`src/hdl/imc_pkg.sv`:
```
// Package for the 2-D image convolution block: shared types and constants
// No dependencies
package imc_pkg;

  localparam int unsigned MaxWidthDef  = 1024;
  localparam int unsigned MaxKernelDef = 5;
  localparam int unsigned CoefBitsDef  = 12;
  localparam int unsigned FracBitsDef  = 8;
  localparam int unsigned PixBits      = 16;
  localparam int unsigned NumRegs      = 8;
  localparam int unsigned RegIdxBits   = 3;
  localparam int unsigned RegBits      = 60;

  typedef enum logic [RegIdxBits-1:0] {
    REG_WIDTH  = 3'd0,
    REG_HEIGHT = 3'd1,
    REG_KSIZE  = 3'd2,
    REG_COEF0  = 3'd3,
    REG_COEF1  = 3'd4,
    REG_COEF2  = 3'd5,
    REG_COEF3  = 3'd6,
    REG_COEF4  = 3'd7
  } reg_idx_e;

  typedef enum logic {
    KIND_PIXEL = 1'b0,
    KIND_FLUSH = 1'b1
  } kind_e;

  // one classified work item handed from front to back
  typedef struct packed {
    logic                do_push;
    logic [PixBits-1:0]  pix;
    logic [12:0]         col;
    logic                do_emit;
    logic                border;
    logic                last;
  } work_t;

endpackage

```
`src/hdl/imc_queue.sv`:
```
// Short two-entry queue between front and back of the image convolution
// Depends on imc_pkg
module imc_queue
  import imc_pkg::*;
(
  input  logic  clk_i,
  input  logic  rst_ni,
  input  logic  wr_valid_i,
  output logic  wr_ready_o,
  input  work_t wr_data_i,
  output logic  rd_valid_o,
  input  logic  rd_ready_i,
  output work_t rd_data_o
);

  work_t      mem_q [2];
  logic       wp_q, rp_q;
  logic [1:0] cnt_q;
  logic       wr, rd;

  assign wr_ready_o = (cnt_q != 2'd2);
  assign rd_valid_o = (cnt_q != 2'd0);
  assign rd_data_o  = mem_q[rp_q];
  assign wr = wr_valid_i && wr_ready_o;
  assign rd = rd_valid_o && rd_ready_i;

  // storage
  always_ff @(posedge clk_i) begin
    if (wr) mem_q[wp_q] <= wr_data_i;
  end

  // pointers and fill count
  always_ff @(posedge clk_i or negedge rst_ni) begin
    if (!rst_ni) begin
      wp_q <= 1'b0; rp_q <= 1'b0; cnt_q <= '0;
    end else begin
      if (wr) wp_q <= ~wp_q;
      if (rd) rp_q <= ~rp_q;
      cnt_q <= cnt_q + {1'b0, wr} - {1'b0, rd};
    end
  end

endmodule

```
`config.mk`:
```
export PLATFORM = sky130hd
export DESIGN_NAME = imc_queue
export DESIGN_NICKNAME = d
export VERILOG_FILES = /design/src/hdl/imc_pkg.sv /design/src/hdl/imc_queue.sv
export SDC_FILE = /design/constraint.sdc
export NUM_CORES = 1
export LEC_CHECK = 0
export BUFFER_PORTS_ARGS = -buffer_cell sky130_fd_sc_hd__clkbuf_2
export CELL_PAD_IN_SITES_DETAIL_PLACEMENT = 0
export CELL_PAD_IN_SITES_GLOBAL_PLACEMENT = 2
export CORE_MARGIN = 4
export CORE_UTILIZATION = 43
export CTS_BUF_LIST = sky130_fd_sc_hd__clkbuf_2 sky130_fd_sc_hd__clkbuf_4 sky130_fd_sc_hd__clkbuf_8
export DETAILED_ROUTE_END_ITERATION = 10
export GPL_ROUTABILITY_DRIVEN = 0
export HOLD_SLACK_MARGIN = 0.06
export PLACE_DENSITY_LB_ADDON = 0.25
export SLEW_MARGIN = 30
export SYNTH_ARGS = -nofsm -noshare
export SYNTH_HDL_FRONTEND = slang
export SYNTH_SLANG_ARGS = --single-unit
```
`constraint.sdc`:
```
create_clock -name clk_i -period 3.8 [get_ports clk_i]
set_clock_uncertainty 0.2 [all_clocks]
set_input_delay 0 -clock clk_i [delete_from_list [all_inputs] [get_ports clk_i]]
set_output_delay 0 -clock clk_i [all_outputs]
set_load 0.03 [all_outputs]
```
# Yosys cells after proc, flatten, opt, wreduce, memory -nomap -nowiden

Memories as Yosys holds them, arrays and structs flattened.
Index checks and enable logic that the tools add are counted.
W data, S select, Z words.

Input port bits: 37
Bits in read-only memories: 0
Register bits: 4
RAM bits: 66
Memories: 1
Latch bits: 0
Output and inout bits: 35

Shift-type cells: 0
Equal/unequal tests: 1
Multipliers: 0
Magnitude comparators: 0
Div/mod/pow operators: 0
Reduce and logical (&&, ||, !) cells: 3
Bitwise gates (word level): 2
Multiplexer cells: 2
Add/sub/neg operators: 2

Memories:

| name  | depth | bits a word | rd ports | clocked after memory_dff | wr ports | line            | text |
|---|---|---|---|---|---|---|---|
| mem_q | 2     | 33          | 1        | 0                        | 1        | imc_queue.sv:16 | `work_t mem_q [2];` |

Operator list:

| kind                 | count |
|---|---|
| $add A2 B1 Y2        | 1 |
| $logic_and A1 B1 Y1  | 2 |
| $mux W1              | 2 |
| $ne A2 B2 Y1 const B | 1 |
| $not A1 Y1           | 2 |
| $reduce_bool A2 Y1   | 1 |
| $sub A2 B1 Y2        | 1 |

# Logic depth before layout (Yosys ltp)

Depth after elaboration: 4
Mapped depth: 7
Mapped depth without buffers: 7

# Worst setup path after synthesis

No wires, ideal clock.

Path kind: reg-to-reg
Start point: register cnt_q[1]
End point: memory mem_q[0][0] in the netlist's numbering, enable pin
Clock period less this slack: 2.866 ns
Library setup time: 0.423 ns
Arrival: 2.243 ns
Data required time: 3.177 ns
Path buffers: 0
Stages on the path, launching flop included: 4
Slack: 0.934 ns
Cells stage by stage: dfrtp_1 > nand2b_1 > nand2_1 > nor2_1

Word-level cells in the longest chain between the ends: 4

Ends and longest elaborated chain:

| what                          | line            | text |
|---|---|---|
| start: declaration            | imc_queue.sv:18 | `logic [1:0] cnt_q;` |
| start signal: assignment      | imc_queue.sv:39 | `cnt_q <= cnt_q + {1'b0, wr} - {1'b0, rd};` |
| $ne A2 B2 Y1                  | imc_queue.sv:21 | `assign wr_ready_o = (cnt_q != 2'd2);` |
| named net wr_ready_o          | imc_queue.sv:9  | `output logic wr_ready_o,` |
| $logic_and A1 B1 Y1           | imc_queue.sv:24 | `assign wr = wr_valid_i && wr_ready_o;` |
| $mux W1                       | imc_queue.sv:29 | `if (wr) mem_q[wp_q] <= wr_data_i;` |
| $mux W1 (not written as such) | imc_queue.sv:29 |  |
| end: declaration              | imc_queue.sv:16 |  |

The timed path passes the listed nets, and every way through them passes these cells.

==> metrics.txt <==
post-synthesis mux area share between 10% and 20%; Synth Area in Simple Gates approximately 1.3%; Root Buffer clkbuf_8; setup tns final 0 ns; Ant. Diodes 0; Finished Layout Cells 316; Peak VDD IR roughly 0.00048 V; Final #Nets between 200 and 300; Avg Synthesized Cell Area ~23 um^2; drt wl/cell between 10 and 15 um; top-count cell post-synth edfxtp_1; # IOs 72; fin crit period slightly below 2 ns; vias in the first global route approximately 1600; largest net degree at the start of global routing 35; Worst-path clk slew roughly 0.070 ns; sequential cell area fraction in the yosys report between 70 and 80%; grt total ovfl 0; Synth top cells by count 66 x edfxtp_1, 29 x mux2_4, 4 x buf_6, 4 x dfrtp_1, 4 x mux2_2; cell area after synthesis approximately 2700 um^2; die area ~7600 um^2; Initial Utilization around 45%; endpoints failing hold 0; Setup Buffers After CTS 0; XOR/XNOR Fraction of Synth Area 1.294%; Vert. Die Dim a little under 90 um; maximum fanout along the worst path 34; H-tree levels 3; core footprint ~6000 um^2; share of cells above drive strength 1 between 50 and 60%; FMAX a little over 0.5 GHz; Die Width 87.34 um; worst-margin pin slew ~0.77 ns; synth top area cells edfxtp_1 73%, mux2_4 16%, dfrtp_1 3.7%, buf_6 1.7%, mux2_2 1.7%; share of flip-flops with an asynchronous set or reset around 5.7%; CP Capture Type output port; Synth Area in Compound Gates 0%; final setup fails 0; dominant synthesized flop cell edfxtp_1; Synth area leader edfxtp_1; first-pass GRT wire length between 7000 and 8000 um; Placed Cells between 200 and 300; Synth top area share between 70% and 80%; number of CTS-inserted buffers 9; Area growth syn-to-layout 36.71%; Post-Synth Adder-Cell Area 0.9246%; RSZ-0062 raised after global routing false; grt peak-use layer met2; Leak approximately 1.5 nW; Pre-antenna DRT Iters 4; initial DRC count 32; max-slew violation count 0; clock tree sinks 70; Distinct cells, synth 15; via count ~1400; Total GRT Usage 13.12%; crit path DAT ~1.8 ns; number of synthesized flops with an enable pin 66; Ys Warns 0; Remaining DRCs 0; fillcell total 470; outcome finished clean; power density over cell area 757.1 nW/um^2; maximum clock insertion buffer count 2; largest family of logic cells by synthesized area multiplexers; Slew Limit Headroom between 40% and 50%; Yosys reg bits 70; Worst EP required approximately 3.6 ns; Skew-Pair Late Insertion Delay between 0.3 and 0.4 ns; M1 GR Usage between 10 and 15%; M2 GR Usage a little over a fifth; crit start category flop; initial antenna violation count 0; Final period util roughly 52%; GR Util met3 under 10%; row count 28; vias per cell 4.525; Mapped Cells 120; crit path kind flop to output port; worst hold path class input pin to flop; DRT antenna net count 0; Max Cap Viol 0; syn_nets around 160; Routed WL 4545 um; Port Buf Inserts ~70; CTS tree yes
-- layout make-up --
| class | instances | area, um^2 | share of cell area [%] |
|---|---|---|---|
| Tap cell | 75 | 93.84 | 2.536 |
| Clock inverter | 7 | 55.05 | 1.488 |
| Sequential cell | 70 | 2086 | 56.37 |
| Multi-Input combinational cell | 45 | 584.3 | 15.79 |
| Inverter | 1 | 3.754 | 0.1015 |
| Clock buffer | 9 | 123.9 | 3.348 |
| Timing Repair Buffer | 109 | 753.2 | 20.36 |
-- cell families after synthesis --
group         count (synthesis)
flops                        70
simple gates                  6
xor+xnor                      4
fa+ha+maj                     2
buf+inv                       5
mux                          33
-- power by group --
group | leakage (nW) | switching, W | internal, W
Clock | 0.0929 | 0.000243 | 0.000291
Combinational | 0.765 | 0.000597 | 0.000462
Sequential | 0.659 | 0.000145 | 0.00106
Total | 1.52 | 0.000985 | 0.00182
-- worst max-delay path, stage by stage, from the launching register on --
cell and delay, ns:
dfrtp_4 0.83, mux2_2 0.41, clkbuf_2 0.18
-- through the flow --
step	power, W	worst slack [ns]	cell area [um^2]	util [%]	hold slack (ns)
5_1_grt	0.002953	1.733	3700	61.40	0.1837
6_report	0.002801	1.838	3700	61.40	0.1899
3_3_place_gp	0.002234	1.828	3120	51.79	-0.3906
4_1_cts	0.002823	1.753	3672	60.94	0.1740
3_5_place_dp	0.002254	1.764	3123	51.83	-0.3857
2_1_floorplan	0.002018	0.9341	2706	-	-0.4956
-- cell usage in the layout (no fill, tap or decap), types with 2 or more instances in the layout --
| cell | count |
|---|---|
| ha_1 | 2 |
| clkbuf_8 | 9 |
| clkinv_1 | 4 |
| mux2_4 | 29 |
| clkinv_2 | 2 |
| edfxtp_1 | 66 |
| mux2_2 | 4 |
| clkbuf_2 | 71 |
| dfrtp_1 | 3 |
| xnor2_1 | 3 |
| dlygate4sd3_1 | 37 |
-- worst paths after layout --
path	startpoint	end	slack, ns	cells past startpoint
min reg2reg	cnt_q[0]	cnt_q[0]	0.32	1
min in group asynchronous	rst_ni	rp_q	0.36	3
max reg2reg	cnt_q[1]	cnt_q[1]	1.91	7
max	rp_q	rd_data_o[0]	1.84	2
max in group asynchronous	rst_ni	rp_q	2.85	3
min	wr_data_i[24]	mem_q[1][24]	0.19	2
-- state kept, by name (all words and copies together), names as in the netlist --
register and cells:
rp_q 1, mem_q 66, cnt_q 2, wp_q 1
-- metal layers --
metal / vias to the layer above / part of all wire [%]
li1: 696 / -
met1: 679 / 40
met2: 47 / 52
met3: 8 / 6.9
met4: 0 / 1.4
met5: - / 0
-- repair_timing --
item                      CTS  global route
hold endpoints to repair   73             0
resized for setup           0             0
hold buffers               37             0
No activity file was read; power rests on OpenSTA's default activity.
