### src/hdl/imc_pkg.sv
// Package for the 2-D image convolution block: shared types and constants
// No dependencies
package imc_pkg;

  localparam int unsigned MaxWidthDef  = 1024;
  localparam int unsigned MaxKernelDef = 5;
  localparam int unsigned CoefBitsDef  = 12;
  localparam int unsigned FracBitsDef  = 8;
  localparam int unsigned PixBits      = 16;
  localparam int unsigned NumRegs      = 8;
  localparam int unsigned RegIdxBits   = 3;
  localparam int unsigned RegBits      = 60;

  typedef enum logic [RegIdxBits-1:0] {
    REG_WIDTH  = 3'd0,
    REG_HEIGHT = 3'd1,
    REG_KSIZE  = 3'd2,
    REG_COEF0  = 3'd3,
    REG_COEF1  = 3'd4,
    REG_COEF2  = 3'd5,
    REG_COEF3  = 3'd6,
    REG_COEF4  = 3'd7
  } reg_idx_e;

  typedef enum logic {
    KIND_PIXEL = 1'b0,
    KIND_FLUSH = 1'b1
  } kind_e;

  // one classified work item handed from front to back
  typedef struct packed {
    logic                do_push;
    logic [PixBits-1:0]  pix;
    logic [12:0]         col;
    logic                do_emit;
    logic                border;
    logic                last;
  } work_t;

endpackage

### src/hdl/imc_front.sv
// Front part of the image convolution: takes transfers, tracks raster counters
// and classifies each item into push / emit work. Depends on imc_pkg.
module imc_front
  import imc_pkg::*;
#(
  parameter int unsigned MaxWidth  = MaxWidthDef,
  parameter int unsigned MaxKernel = MaxKernelDef
) (
  input  logic                clk_i,
  input  logic                rst_ni,
  input  logic                restart_i,
  input  logic [10:0]         width_i,
  input  logic [15:0]         height_i,
  input  logic [2:0]          ksize_i,
  input  logic                in_valid_i,
  output logic                in_ready_o,
  input  logic                kind_i,
  input  logic [PixBits-1:0]  pix_i,
  output logic                wk_valid_o,
  input  logic                wk_ready_i,
  output work_t               wk_o,
  output logic [2:0]          khalf_o
);

  localparam int unsigned ColBits = 13;

  logic [ColBits-1:0] w_eff;
  logic [15:0]        h_eff;
  logic [2:0]         k_eff, hk;
  logic [ColBits-1:0] in_col_q, in_col_d, out_col_q, out_col_d;
  logic [15:0]        in_row_q, in_row_d, out_row_q, out_row_d;
  logic               in_done_q, in_done_d;
  // column of the virtual input position (out position plus delay) that a flush item fills
  logic [ColBits-1:0] vcol;
  logic               lag_ok, out_pend, border, last, acc, emit;

  // effective geometry
  always_comb begin
    w_eff = {2'b0, width_i};
    if (width_i == '0) w_eff = ColBits'(1);
    if (32'(w_eff) > MaxWidth) w_eff = ColBits'(MaxWidth);
    h_eff = (height_i == '0) ? 16'd1 : height_i;
    k_eff = ksize_i;
    if (k_eff < 3'd3) k_eff = 3'd3;
    if (k_eff > 3'(MaxKernel)) k_eff = 3'(MaxKernel);
    if (!k_eff[0]) k_eff = k_eff - 3'd1;
    hk = k_eff >> 1;
  end
  assign khalf_o = hk;

  // n >= m + h*W + h, done by comparing rows then columns
  always_comb begin
    logic [16:0] rdiff;
    logic [ColBits:0] csum;
    rdiff = {1'b0, in_row_q} - {1'b0, out_row_q};
    csum  = {1'b0, out_col_q} + (ColBits+1)'(hk);
    // position out+delay = row out_row+hk+carry, col csum mod w
    if (csum >= ({1'b0, w_eff} << 1)) begin
      // one-pixel rows: the column offset wraps twice
      lag_ok = (rdiff > 17'(hk) + 17'd2) ||
               ((rdiff == 17'(hk) + 17'd2) &&
                ({1'b0, in_col_q} >= csum - ({1'b0, w_eff} << 1)));
      vcol = ColBits'(csum - ({1'b0, w_eff} << 1));
    end else if (csum >= {1'b0, w_eff}) begin
      lag_ok = (rdiff > 17'(hk) + 17'd1) ||
               ((rdiff == 17'(hk) + 17'd1) &&
                ({1'b0, in_col_q} >= csum - {1'b0, w_eff}));
      vcol = ColBits'(csum - {1'b0, w_eff});
    end else begin
      lag_ok = (rdiff > 17'(hk)) ||
               ((rdiff == 17'(hk)) && ({1'b0, in_col_q} >= csum));
      vcol = ColBits'(csum);
    end
    if (rdiff[16]) lag_ok = 1'b0;
  end

  assign out_pend = 1'b1;
  assign border = (out_row_q < 16'(hk)) || ({1'b0, out_row_q} + 17'(hk) >= {1'b0, h_eff})
               || (out_col_q < ColBits'(hk))
               || ({1'b0, out_col_q} + (ColBits+1)'(hk) >= {1'b0, w_eff});
  assign last = ({1'b0, out_row_q} + 17'd1 >= {1'b0, h_eff})
             && ({1'b0, out_col_q} + (ColBits+1)'(1) >= {1'b0, w_eff});

  assign in_ready_o = wk_ready_i;
  assign acc = in_valid_i && in_ready_o;

  // classify and advance counters
  always_comb begin
    in_col_d = in_col_q; in_row_d = in_row_q; in_done_d = in_done_q;
    out_col_d = out_col_q; out_row_d = out_row_q;
    wk_o = '0;
    wk_o.pix = pix_i;
    wk_o.border = border;
    wk_o.last = last;
    emit = 1'b0;
    if (kind_i == KIND_PIXEL) begin
      if (!in_done_q) begin
        wk_o.do_push = 1'b1;
        wk_o.col = in_col_q;
        emit = lag_ok;
        if (in_col_q + ColBits'(1) >= w_eff) begin
          in_col_d = '0;
          in_row_d = in_row_q + 16'd1;
          if (in_row_q + 16'd1 >= h_eff) in_done_d = 1'b1;
        end else begin
          in_col_d = in_col_q + ColBits'(1);
        end
      end
    end else if (in_done_q && out_pend) begin
      wk_o.do_push = 1'b1;
      wk_o.pix = '0;
      wk_o.col = vcol;
      emit = 1'b1;
    end
    wk_o.do_emit = emit;
    if (emit) begin
      if (last) begin
        in_col_d = '0; in_row_d = '0; out_col_d = '0; out_row_d = '0;
        in_done_d = 1'b0;
      end else if (out_col_q + ColBits'(1) >= w_eff) begin
        out_col_d = '0; out_row_d = out_row_q + 16'd1;
      end else begin
        out_col_d = out_col_q + ColBits'(1);
      end
    end
  end

  assign wk_valid_o = in_valid_i && (wk_o.do_push || wk_o.do_emit);

  always_ff @(posedge clk_i or negedge rst_ni) begin
    if (!rst_ni) begin
      in_col_q <= '0; in_row_q <= '0; out_col_q <= '0; out_row_q <= '0;
      in_done_q <= 1'b0;
    end else if (restart_i) begin
      in_col_q <= '0; in_row_q <= '0; out_col_q <= '0; out_row_q <= '0;
      in_done_q <= 1'b0;
    end else if (acc) begin
      in_col_q <= in_col_d; in_row_q <= in_row_d; in_done_q <= in_done_d;
      out_col_q <= out_col_d; out_row_q <= out_row_d;
    end
  end

endmodule

### config.mk
export PLATFORM = sky130hd
export DESIGN_NAME = imc_front
export DESIGN_NICKNAME = d
export VERILOG_FILES = /design/src/hdl/imc_pkg.sv /design/src/hdl/imc_front.sv
export SDC_FILE = /design/constraint.sdc
export NUM_CORES = 1
export LEC_CHECK = 0
export BUFFER_PORTS_ARGS = -buffer_cell sky130_fd_sc_hd__clkbuf_2
export CAP_MARGIN = 20
export CORE_ASPECT_RATIO = 1.25
export CORE_MARGIN = 2
export CORE_UTILIZATION = 23
export CTS_BUF_LIST = sky130_fd_sc_hd__clkbuf_8
export DETAILED_ROUTE_END_ITERATION = 8
export PLACE_DENSITY_LB_ADDON = 0.05
export SLEW_MARGIN = 20
export SYNTH_ARGS = -nofsm -noshare
export SYNTH_HDL_FRONTEND = slang
export SYNTH_SLANG_ARGS = --single-unit
### constraint.sdc
create_clock -name clk_i -period 10.2 [get_ports clk_i]
set_input_delay 0.51 -clock clk_i [delete_from_list [all_inputs] [get_ports clk_i]]
set_output_delay 0.51 -clock clk_i [all_outputs]
set_load 0.1 [all_outputs]
== Word-level counts from Yosys, hierarchy flattened ==
Index checks and enable logic that the tools add are counted.
Word-level totals
  RAM bits: 0
  ROM bits: 0
  output and inout bits: 38
  word-level logic and storage cells: 113
  latch bits: 0
  memories kept: 0
  flip-flop bits (word level): 59
  input port bits: 52
Operators by class
  eq/ne operators: 3
  multipliers: 0
  divide/modulo/power cells: 0
  reduce and logical (&&, ||, !) cells: 20
  mux-type cells: 52
  $lt $le $gt $ge: 19
  shift-type cells: 0
  add/subtract/negate cells: 14
  bitwise logic cells: 0
Operators by type and width (count)
  2-to-1 mux 16 bit: 14
  2-to-1 mux 13 bit: 16
  greater-or-equal comparator 13 x 14 -> 1 bit: 3
  == test 17 x 3 -> 1 bit: 2
  greater-or-equal comparator 17 x 16 -> 1 bit: 2
  > comparator 17 bit: 2
  adder 16 x 1 -> 16 bit (second input constant): 2
  2-to-1 mux 30 bit: 1
  greater-or-equal comparator 14 x 11 -> 1 bit: 2
  adder 13 x 1 -> 13 bit (second input constant): 2
  greater-or-equal comparator 13 x 11 -> 1 bit: 2
  2-to-1 mux 11 bit: 2
  adder 16 x 1 -> 17 bit (second input constant): 1
  adder 16 x 2 -> 17 bit: 1
  == test 17 x 2 -> 1 bit: 1
  > comparator 17 x 2 -> 1 bit: 1
  subtractor 16 x 16 -> 17 bit: 1
  greater-or-equal comparator 16 bit: 1
  zero test 16 bit: 1
  less-than comparator 16 x 2 -> 1 bit: 1
  2-to-1 mux 1 bit: 16
  adder 13 x 1 -> 14 bit (second input constant): 1
  adder 13 x 2 -> 14 bit: 1
  greater-or-equal comparator 14 x 12 -> 1 bit: 1
  17 further kinds: 31

== Longest topological paths before layout ==
  depth after elaboration: 19
  gate-level depth with buffers: 29
  gate-level depth less buffers: 27

== Worst setup path after synthesis ==
OpenSTA, ideal clock, no wires.
  kind: input to output
  start point: input port ksize_i[2]
  end point: output port wk_o[4] in the netlist's numbering
  path slack: 475 ps
  arrival time: 9215 ps
  stages on the path: 17
  path buffers: 1
  data required time: 9690 ps
  cell sequence: nor3b_1 ha_1 a21boi_0 inv_1 fa_1 nand3b_2 xnor2_1 ha_1 o211ai_1 a21oi_1 a211oi_1 o21ai_0 a311oi_2 clkbuf_1 mux2i_1 o21ai_0 o21ai_0
RTL lines
  from (decl): RTL line imc_front.sv:14  | input logic [2:0] ksize_i,
  to (decl): RTL line imc_front.sv:21  | output work_t wk_o,

==> results.md <==
- Status: finished clean
- DRC violation count after routing: 0
- PostCTS Resize Cnt: 0
- Max Slew Vio Count: 0
- DP HPWL: 31000 um
- Detailed Routing Iterations Pass 1: 4
- Final ANT Viol Nets: 0
- Ranking of synthesized cells by area: ha_1 (22%), dfrtp_1 (16%), xnor2_1 (6.8%)
- Initial core utilization: a little under a quarter
- GRT overflow: 0
- Clock tree sinks: 59
- Vias: approximately 9000
- Sequential fraction of the synthesis area: 15.6%
- Cells after synthesis: 1200
- Clock slew at reported path FFs: around 0.070 ns
- Die Area: 0.0428 mm^2
- Met3 wire len: approximately 850 um
- Synth Flop Type: dfrtp_1
- CP required: around 9.7 ns
- Number of synthesis warnings: 0
- Largest net degree at the start of global routing: 60
- Global-route wire length before repair: approximately 57000 um
- Max cap viols: 0
- Final WL: between 30000 and 40000 um
- Vias in the first global route: slightly above 9000
- Die W: between 150 and 200 um
- Clock Latency Late Sink: around 0.42 ns
- Startpoint Class: primary input
- Pwr dens: between 90 and 100 mW/mm^2
- Post-synthesis net count: 1424
- Asr flop ratio synth: 100%
- DR WL/cell: a little over 20 um
- TritonCTS Buffers: 9
- CTS Buffer Depth: 2
- Crit Path Category: primary input to primary output
- Postcts setup bufs: 0
- Core ar.: 0.0408 mm^2
- FP Rows: 83
- # H-tree levels: 3
- TNS Setup: 0 ns
- Setup Viol. Count Final: 0
- I/O pin cnt: 90
- Util after Layout: about a quarter
- RSZ-0062 raised after global routing: false
- Die H: 231 um
- Area added between synthesis and finish: 13.2%
- CTS Hold Bufs: 0
- Post-Syn Area: 0.00947 mm^2
- Period minus WS final: ~7.5 ns
- Max VDD drop: around 0.058 mV
- Layout cells sized above 1: around 11%
- DR iter-0 viols: about 380
- Met2 WL: between 15000 and 20000 um
- Crit-path slowest cell: o21ai_0
- Highest clock rate: roughly 130 MHz
- Final Cycle Share: between 70% and 80%
- Crit Path Max Fanout: 7
- Max stage delay on crit path: about 0.63 ns
- Hold Path Class: primary input to asynchronous set/reset pin
- Worst-case headroom to the max-slew limit: 35.7%
- Via density: approximately 5
- M1 WL: 15500 um
- Hold Slack: around 0.28 ns
- Port bufs: 88
- Leak: 5.01 nW
- Most numerous cell on the critical path: ha_1
- CTS tree: built
- Root buf cell: clkbuf_8
- DR top layer: met4
- R2r worst-path depth: 22
- RePlAce Congestion: slightly above 0.8
- CP Data Arrival Time: roughly 7.0 ns
- Antenna violations before repair: 0
- Syn Area/Cell: between 7 and 8 um^2
- CP Capture Type: primary output
- Total track usage: between 10% and 20%
- Top-area cell type share of the netlist area: between 20 and 25%
- Seq cells post-synth: 59
- Pwr Total: just under 1 mW
- EDFF count, synth: 0
- Worst-Margin Slew: 0.958 ns
- Final Skew: 0.0132 ns
- Largest area contributor in the netlist: ha_1
- Library cells used by synthesis: 72
- Final Hold Viols: 0
- Final nets: about 1500
[synth_stat cells (5+ instances only)]
library cell	number
a2111oi_0	6
a211oi_1	18
a21o_1	30
a21oi_1	67
a22o_1	6
a31o_2	10
a31oi_1	17
a32o_1	5
a41oi_1	5
and2_1	23
and3_1	14
buf_2	7
buf_4	10
clkbuf_1	26
dfrtp_1	59
fa_1	5
ha_1	167
inv_1	81
mux2i_1	14
nand2_1	106
nand2b_1	21
nand3_1	37
nand4_1	29
nor2_1	76
nor2b_1	14
nor3_1	30
nor4_1	17
o2111ai_1	8
o211ai_1	17
o21a_1	8
o21ai_0	58
o21ai_1	6
o21bai_1	5
o31ai_1	11
o32ai_1	6
or3_1	6
or4_1	6
xnor2_1	74
xor2_1	41
[critical path: cells and delay by family]
family | cells | cell delay [ns]
buffers and inverters | 5 | 0.86
XOR/XNOR | 2 | 0.65
AO/OA/AOI/OAI | 12 | 2.81
AND/OR/NAND/NOR | 2 | 0.52
adder cells (fa/ha/maj) | 5 | 1.61
[final timing paths]
check,end,slack (ns),startpoint
max in group asynchronous,out_row_q[5],9.28,rst_ni
min in group clk_i,out_row_q[14],0.55,out_row_q[14]
hold / removal,in_done_q,0.28,rst_ni
setup reg to reg,in_row_q[3],3.76,out_col_q[0]
setup / recovery,wk_o[2],2.72,ksize_i[2]
hold reg to reg,out_row_q[14],0.55,out_row_q[14]
[placed cells by master, fill, tap and decap left out, types with 17 or more instances in the layout]
| master | n |
|---|---|
| a31oi_1 | 17 |
| nand2b_1 | 21 |
| nand4_1 | 29 |
| and2_1 | 23 |
| inv_1 | 82 |
| nand2_1 | 106 |
| xor2_1 | 41 |
| nor4_1 | 17 |
| a21oi_1 | 67 |
| ha_1 | 167 |
| nor3_1 | 29 |
| dfrtp_1 | 59 |
| clkbuf_2 | 87 |
| a21o_1 | 30 |
| nor2_1 | 76 |
| o211ai_1 | 17 |
| a211oi_1 | 18 |
| xnor2_1 | 74 |
| o21ai_0 | 58 |
| nand3_1 | 37 |
[stage by stage]
step	instance area (um^2)	worst slack [ns]	std cells
after floorplan	9470	0.475	1200
after global placement	10500	2.73	1805
after detailed placement	10500	2.63	1805
after CTS	10700	2.70	1821
after global routing	10700	2.22	1821
final	10700	2.72	1822
[layout make-up]
cell class / count / area [um^2]
Clock buffer: 11 / 151
Multi-Input combinational cell: 1010 / 7480
Inverter: 84 / 315
Clock inverter: 5 / 76.3
Fill cell: 4509 / 30100
Tap cell: 552 / 691
Antenna cell: 1 / 2.50
Sequential cell: 59 / 1480
Timing Repair Buffer: 100 / 531
[power breakdown]
| group | internal (mW) | total (mW) | leakage [nW] | switching [mW] |
|---|---|---|---|---|
| Sequential | 0.237 | 0.248 | 0.822 | 0.0106 |
| Combinational | 0.146 | 0.447 | 4.08 | 0.301 |
| Clock | 0.149 | 0.271 | 0.117 | 0.122 |
| Total | 0.533 | 0.966 | 5.01 | 0.434 |
[state kept, by name, indices dropped and copies added, names as in the netlist]
signal,count
out_row_q,16
in_row_q,16
in_done_q,1
in_col_q,13
out_col_q,13
[cells by family (layout without fill, tap and decap cells)]
kind of cell,after synthesis,count (layout),synth area share (%)
XOR/XNOR,115,115,10.6
other,1,2,0.0396
adder cells (fa/ha/maj),172,172,23.1
AO/OA/AOI/OAI,313,313,22.4
AND/OR/NAND/NOR,394,394,20.8
buffers and inverters,131,200,5.76
multiplexers,15,15,1.60
flip-flops,59,59,15.6
[per-layer routing]
layer,vias up,global-route usage [%]
met2,154,33.4
met1,4277,20.8
met3,40,2.29
met5,-,0
met4,0,6.55
li1,4522,-
(Power assumes the default switching activity.)
